==> config.mk <==
export PLATFORM = sky130hd
export DESIGN_NAME = vsl_sqrt
export DESIGN_NICKNAME = d
export VERILOG_FILES = /design/src/hw/rtl/vsl_sqrt.sv
export SDC_FILE = /design/constraint.sdc
export NUM_CORES = 2
export LEC_CHECK = 0
export CELL_PAD_IN_SITES_DETAIL_PLACEMENT = 1
export CELL_PAD_IN_SITES_GLOBAL_PLACEMENT = 2
export CORE_MARGIN = 4
export CORE_UTILIZATION = 38
export CTS_CLUSTER_SIZE = 20
export DETAILED_ROUTE_END_ITERATION = 10
export DONT_BUFFER_PORTS = 1
export GPL_TIMING_DRIVEN = 0
export PLACE_DENSITY_LB_ADDON = 0.1
export SYNTH_ARGS = -nofsm -noshare
export SYNTH_HDL_FRONTEND = slang
export SYNTH_SLANG_ARGS = --single-unit
==> constraint.sdc <==
create_clock -name clk -period 3.2 [get_ports clk]
set_clock_uncertainty 0.2 [all_clocks]
set_input_delay 0.64 -clock clk [delete_from_list [all_inputs] [get_ports clk]]
set_output_delay 0.64 -clock clk [all_outputs]
set_load 0.01 [all_outputs]
==> src/hw/rtl/vsl_sqrt.sv <==
// pipelined integer square root, one result bit per stage
// depends on nothing but its parameters
`timescale 1ns / 1ps
module vsl_sqrt #(
	parameter int IN_W = 66,
	parameter int SB_W = 8
) (
	input  logic              clk,
	input  logic              arst_n,
	input  logic              in_valid,
	input  logic [IN_W-1:0]   radicand,
	input  logic [SB_W-1:0]   in_sb,
	output logic              out_valid,
	output logic [IN_W/2-1:0] root,
	output logic [SB_W-1:0]   out_sb
);
	localparam int OUT_W = IN_W / 2;
	localparam int RW    = OUT_W + 2;

	logic              v_s   [0:OUT_W];
	logic [RW-1:0]     rem_s [0:OUT_W];
	logic [OUT_W-1:0]  root_s[0:OUT_W];
	logic [IN_W-1:0]   rad_s [0:OUT_W];
	logic [SB_W-1:0]   sb_s  [0:OUT_W];

	// stage zero is the input beat
	assign v_s[0]    = in_valid;
	assign rem_s[0]  = '0;
	assign root_s[0] = '0;
	assign rad_s[0]  = radicand;
	assign sb_s[0]   = in_sb;

	for (genvar i = 0; i < OUT_W; i++) begin : g_stage
		logic [RW-1:0] rem_sh;
		logic [RW-1:0] trial;
		logic          ge;

		// bring down two radicand bits and try the next root bit
		assign rem_sh = {rem_s[i][RW-3:0], rad_s[i][IN_W-1 -: 2]};
		assign trial  = {root_s[i], 2'b01};
		assign ge     = (rem_sh >= trial);

		always_ff @(posedge clk or negedge arst_n) begin
			if (!arst_n) begin
				v_s[i+1] <= 1'b0;
			end else begin
				v_s[i+1] <= v_s[i];
			end
		end

		always_ff @(posedge clk) begin
			rem_s[i+1]  <= ge ? (rem_sh - trial) : rem_sh;
			root_s[i+1] <= {root_s[i][OUT_W-2:0], ge};
			rad_s[i+1]  <= {rad_s[i][IN_W-3:0], 2'b00};
			sb_s[i+1]   <= sb_s[i];
		end
	end

	assign out_valid = v_s[OUT_W];
	assign root      = root_s[OUT_W];
	assign out_sb    = sb_s[OUT_W];
endmodule

**Word level (Yosys, flattened, before mapping)**

Index checks and enable logic that the tools add are counted.
W data, S select, Z words.

- Flip-flop bits (word level): 2940
- Bits of input ports: 77
- Output and inout port bits: 42

- Add/subtract/negate cells: 32
- $lt $le $gt $ge: 33
- Muxes and demuxes: 32

Operators by type and width:

| cell | count |
|---|---|
| $mux W33 | 31 |
| $ge A35 B10 Y1 | 1 |
| $ge A35 B11 Y1 | 1 |
| $ge A35 B12 Y1 | 1 |
| $ge A35 B13 Y1 | 1 |
| $ge A35 B14 Y1 | 1 |
| $ge A35 B15 Y1 | 1 |
| $ge A35 B16 Y1 | 1 |
| $ge A35 B17 Y1 | 1 |
| $ge A35 B18 Y1 | 1 |
| $ge A35 B19 Y1 | 1 |
| $ge A35 B20 Y1 | 1 |
| $ge A35 B21 Y1 | 1 |
| $ge A35 B22 Y1 | 1 |
| $ge A35 B23 Y1 | 1 |
| $ge A35 B24 Y1 | 1 |
| $ge A35 B25 Y1 | 1 |
| $ge A35 B26 Y1 | 1 |
| $ge A35 B27 Y1 | 1 |
| $ge A35 B28 Y1 | 1 |
| $ge A35 B29 Y1 | 1 |
| $ge A35 B3 Y1 | 1 |
| $ge A35 B30 Y1 | 1 |
| $ge A35 B31 Y1 | 1 |
| other kinds (43) | 43 |

**Logic depth before layout (Yosys ltp)**

- Depth in word-level cells: 2
- Depth in mapped cells: 14
- Depth with buffers taken out: 12

**Worst setup path before layout**

OpenSTA, ideal clock, no wires.

- Kind: register -> register
- Start point: register root_s (netlist bit g_stage[29].trial[3])
- End point: register rem_s (netlist bit g_stage[30].rem_sh[30])
- Arrival: 3.210 ns
- Data required time: 2.879 ns
- Setup slack: -0.331 ns
- Cell stages (with the launch flop): 13
- Path buffers: 1
- Period minus slack after synthesis: 3.531 ns
- Path through: dfxtp_1 > inv_1 > ha_1 > a21oi_1 > a211oi_1 > o21ai_0 > a21boi_0 > o311ai_0 > nand3b_1 > a31o_2 > a31oi_1 > clkbuf_1 > mux2_2

- Longest elaborated chain between the ends: 2
- Elaborated cells on any way between the ends: 3

RTL lines:

| item | RTL line | text |
|---|---|---|
| start, declared | 22 | `logic [OUT_W-1:0] root_s[0:OUT_W];` |
| start signal, assigned by index | 53 | `root_s[i+1] <= {root_s[i][OUT_W-2:0], ge};` |
| $sub A33 B31 Y33 or $ge A35 B31 Y1 (tied branches) | 52, 41 |  |
| $mux W33 (*) | 52 | `rem_s[i+1] <= ge ? (rem_sh - trial) : rem_sh;` |
| end signal, assigned by index | 52 |  |
| end, declared | 21 | `logic [RW-1:0] rem_s [0:OUT_W];` |

Mark *: on every way between the ends. The rest lies on a longest branch, timed or not.
A chain may end at the register's enable or synchronous reset.

**Worst setup path after layout**

- Start point: register rem_s (netlist bit g_stage[18].rem_sh[23])
- End point: register rem_s (netlist bit g_stage[19].rem_sh[8])

- Longest elaborated chain between the ends: 2

RTL lines:

| item | RTL line | text |
|---|---|---|
| $ge A35 B20 Y1 | 41 | `assign ge = (rem_sh >= trial);` |
| $mux W33 | 52 |  |

No other way between the ends.

==> impl.org <==
** Layout
- Flip-flop and latch area :: 0.0588 mm2
- Excluding fillers, the count of instances in the completed layout stands at 14300.
- Area delta synth->final :: 25.6%
- Commonest cells after routing, fill and taps aside :: 2772 x dfxtp_1, 726 x inv_1, 579 x nand2_1, 511 x nor2_1, 499 x a21oi_1
- Share of the core filled with cells :: 48.1%
- Cells with a size suffix above 1 make up 19.4% of the layout.
- The layout has 28300 filler cells.
- After the last flow step, the layout net total stands at 11200.
- The library cell used most frequently in the layout, excluding fill and tap cells, is dfxtp_1.
- Summing all multi-input logic gate instances after layout gives 0.0467 mm2.

** Clocking
- The cell sitting at the root of the clock tree is a clkbuf_16.
- The H-tree generated during clock tree synthesis spans 5 levels.
- The tree built by TritonCTS fans out to 2922 sinks.
- The number of clock buffers added by TritonCTS is 311.
- Maximum count of clock buffers along a single path :: 4
- Clock slew at reported path FFs :: 0.06 ns
- Clock latency reported for the late side of the worst-skew pair :: 0.92 ns
- CTS tree :: yes

** Logic synthesis
- Cell type with the highest aggregate area in the netlist :: dfxtp_1
- Multiplexer fraction of the synthesized cell area :: 1.66%
- Counting flops with a built-in enable in the synthesized netlist gives 0.
- By area the synthesized netlist is led by dfxtp_1 56%, ha_1 7.2%, xor2_1 3.7%.
- Ys flop type :: dfxtp_1
- Counting flops and latches in the post-synthesis netlist gives 2922.
- The share of synthesized area in the top cell type comes to 56.2%.
- Avg Inst Size Synth :: 10.5 um2
- Largest family of logic cells by synthesized area :: compound AO/OA/AOI/OAI gates
- Basic-gate share of the synthesized area counting and, or, nand and nor cells :: 11.6%
- Adder and majority cell fraction of the synthesized area :: 7.24%
- Counting every net in the synthesized netlist gives 10500.
- The netlist uses 97 different library cells.
- XOR/XNOR Fraction of Synth Area :: 7.17%
- Portion of the post-synthesis area used by sequential elements :: 57.0%
- The synthesized netlist devotes 11.7% of its cell area to compound gates.
- During synthesis, Yosys emitted a total of 0 warnings.
- Post-Synthesis Cells :: 9805
- Summing every instance area after synthesis gives 0.103 mm2.
- Fraction of registers with async set/reset :: 1.13%

** Timing
- The total count of max-transition violations in the final report came to 0.
- Hold Fails Final Rpt :: 0
- Worst hold-check slack :: 0.0790 ns
- Total negative slack for setup checks :: -24.21 ns
- Pin slew with the least headroom to its limit :: 0.901 ns
- The worst path in the final design needs a cycle of 3.62 ns, including I/O delays and setup.
- Across all setup checks in the final design, the least slack found is -0.423 ns.
- Total of endpoints with negative setup slack in the final report :: 174
- Highest Clock Rate :: 276 MHz
- Unrepaired setup endpoints after global routing :: yes
- Tightest slew margin relative to the limit :: 39.4%
- The final critical path takes up 113% of the cycle.

** Floorplanning
- The initial utilization of the core area, before any placement, comes to 38.3%.
- In this run the vertical extent of the chip is 528 um.
- Number of ports placed on the die boundary :: 119
- Overall die width :: 528 um
- Die area :: 0.279 mm2
- Number of cell rows :: 190
- Core region area :: 0.269 mm2

** Worst setup path
- By instance count, the cell type seen most on the critical path is or4_4.
- The critical path contains buffers and inverters numbering 2 combined.
- Peak per-stage delay on the critical path :: 0.54 ns
- Cell family with the largest share of critical-path delay :: simple AND/OR/NAND/NOR gates
- Largest driver fanout on the critical path :: 6
- Library cell contributing the largest single delay on the critical path :: or4_4
- The worst setup path is launched from a register.
- Critical Setup Path Class :: reg2reg
- Setup crit end kind :: register
- For the worst setup path, the data arrival time is 4.17 ns.
- STA puts the critical path data required time at 3.75 ns.
- List of cells traversed by the critical path :: or4_4 > or4_4 > or4_4 > or4_4 > a211oi_4 > buf_6 > nand2_8 > buf_12 > mux2_4

** Placement
- After detailed placement, the design holds a cell count of 13400.
- Setup Slack @ Placement :: -1.81 ns
- Placer Congestion :: 0.870
- Input and output buffers added on the ports amount to 0.
- Detail Placement HPWL :: 195 mm

** Outcome
- The flow ran to the end, but the final reports show violations.
- The checks that failed: negative setup slack.

** Pwr
- The worst-case IR drop observed on VDD is 470 uV.
- For this design the static power due to leakage is 58.7 nW.
- In this run the power density over the cells is 809 mW/mm2.

** Routing
- Post-route DRC :: 0
- Number of vias per cell after detailed routing :: 4.93
- Total Wirelength :: 268 mm
- Final ANT Viol Nets :: 0
- First-pass detailed-route iteration total :: 5
- Detailed router's first-iteration violation count :: 2803
- Wirelength per Cell :: 18.8 um
- Total number of vias :: 70400

** Global route
- Number of antenna violations at the first check in global routing :: 7
- Via count of the first global-routing pass :: 74700
- Largest net degree at the start of global routing :: 34
- For this run, the total global-route usage over all layers was measured as 18.7%.
- Global routing finished with a remaining overflow of 0.
- Wire length of the first global-routing pass :: 420 mm

** Job
- Max-cap violations in this run came to 0.

** Worst hold path
- Worst hold path type :: reg2reg
[power breakdown]
part	switching (mW)	leakage (nW)	internal [mW]
sequential	4.87	24.6	42.1
combinational	10.6	28.9	9.71
clock	14.8	5.27	22.4
total	30.3	58.7	74.3
[flip-flops by register name, indices dropped and copies added, names as in the netlist]
register	flops
rad_s	992
g_stage.rem_sh	1072
root	33
g_stage.trial	528
out_sb	8
v_s	32
out_valid	1
sb_s	256
[cells by family (layout without fill, tap and decap cells)]
group                      Yosys count  count (layout)
other                                1               6
DFF                               2922            2922
buffers and inverters              959            1889
muxes                              154             154
adders and majority gates          595             595
AOI/OAI and AO/OA                 1930            1930
xor gates and xnor gates           842             842
and+or+nand+nor                   2402            2403
[per-layer routing]
| layer | GRT usage, % | part of all wire (%) | up-vias |
|---|---|---|---|
| met2 | 32.5 | 48 | 813 |
| li1 | - | - | 34900 |
| met5 | 0 | 0 | - |
| met1 | 24.6 | 46 | 34300 |
| met3 | 2.11 | 2.7 | 411 |
| met4 | 5.08 | 2.6 | 0 |
[cells in the mapped netlist, drive strengths merged, types with 47 or more instances]
library cell / instances
a31oi: 47
nor2b: 83
nand2b: 101
nor4: 110
xnor2: 411
inv: 746
dfxtp: 2889
a21o: 269
a21oi: 597
clkbuf: 178
mux2: 135
nand3: 152
and3: 50
o21bai: 51
o31ai: 55
nand4: 110
nor3: 231
nand2: 629
nor2: 581
a211oi: 47
o21a: 104
xor2: 431
ha: 595
or4: 74
or3: 99
o21ai: 481
[final timing paths]
check	start	end	slack [ns]	depth (start not counted)
setup / recovery	g_stage[18].rem_sh[23]$_DFF_P_	g_stage[19].rem_sh[8]$_DFF_P_	-0.42	9
hold / removal	sb_s[34]$_DFF_P_	sb_s[26]$_DFF_P_	0.08	0
setup reg to reg	g_stage[18].rem_sh[23]$_DFF_P_	g_stage[19].rem_sh[8]$_DFF_P_	-0.42	9
hold reg to reg	sb_s[34]$_DFF_P_	sb_s[26]$_DFF_P_	0.08	0
max in group asynchronous	arst_n	v_s[28]$_DFF_PN0_	2.03	4
min in group asynchronous	arst_n	v_s[13]$_DFF_PN0_	0.61	4
[metrics by stage]
step	power [mW]	area (um2)
global placement	63.1	108000
finish	105	129000
floorplan	57.6	103000
detailed placement	63.4	108000
CTS	104	126000
global route	110	129000
[worst reg2reg max path: cells and delay by family, from the launching register on]
family	cells	cell delay, ns
flops	1	0.33
compound gates	1	0.27
buf+inv	2	0.33
mux	1	0.30
simple gates	5	2.06
[final cells by class]
cell class              instances  share of cell area (%)
flip-flops and latches       2922                    45.5
multi-input cells            5925                    36.1
clock buffers                 423                    6.89
well taps                    3552                    3.44
repair buffers                442                    3.25
inverters                     748                    2.19
clock inverters               135                    1.48
plain buffers                 141                    1.07
diodes                          5                 0.00968
[timing repair]
item | CTS | global route
setup endpoints to repair | 909 | 767
resized for setup | 1071 | 679
endpoints found under the hold margin | 109 | 0
cloned | 16 | 6
pin swaps | 162 | 198
buffers inserted | 167 | 143
hold buffers | 126 | 0
Power figures use the tool's default switching activity.
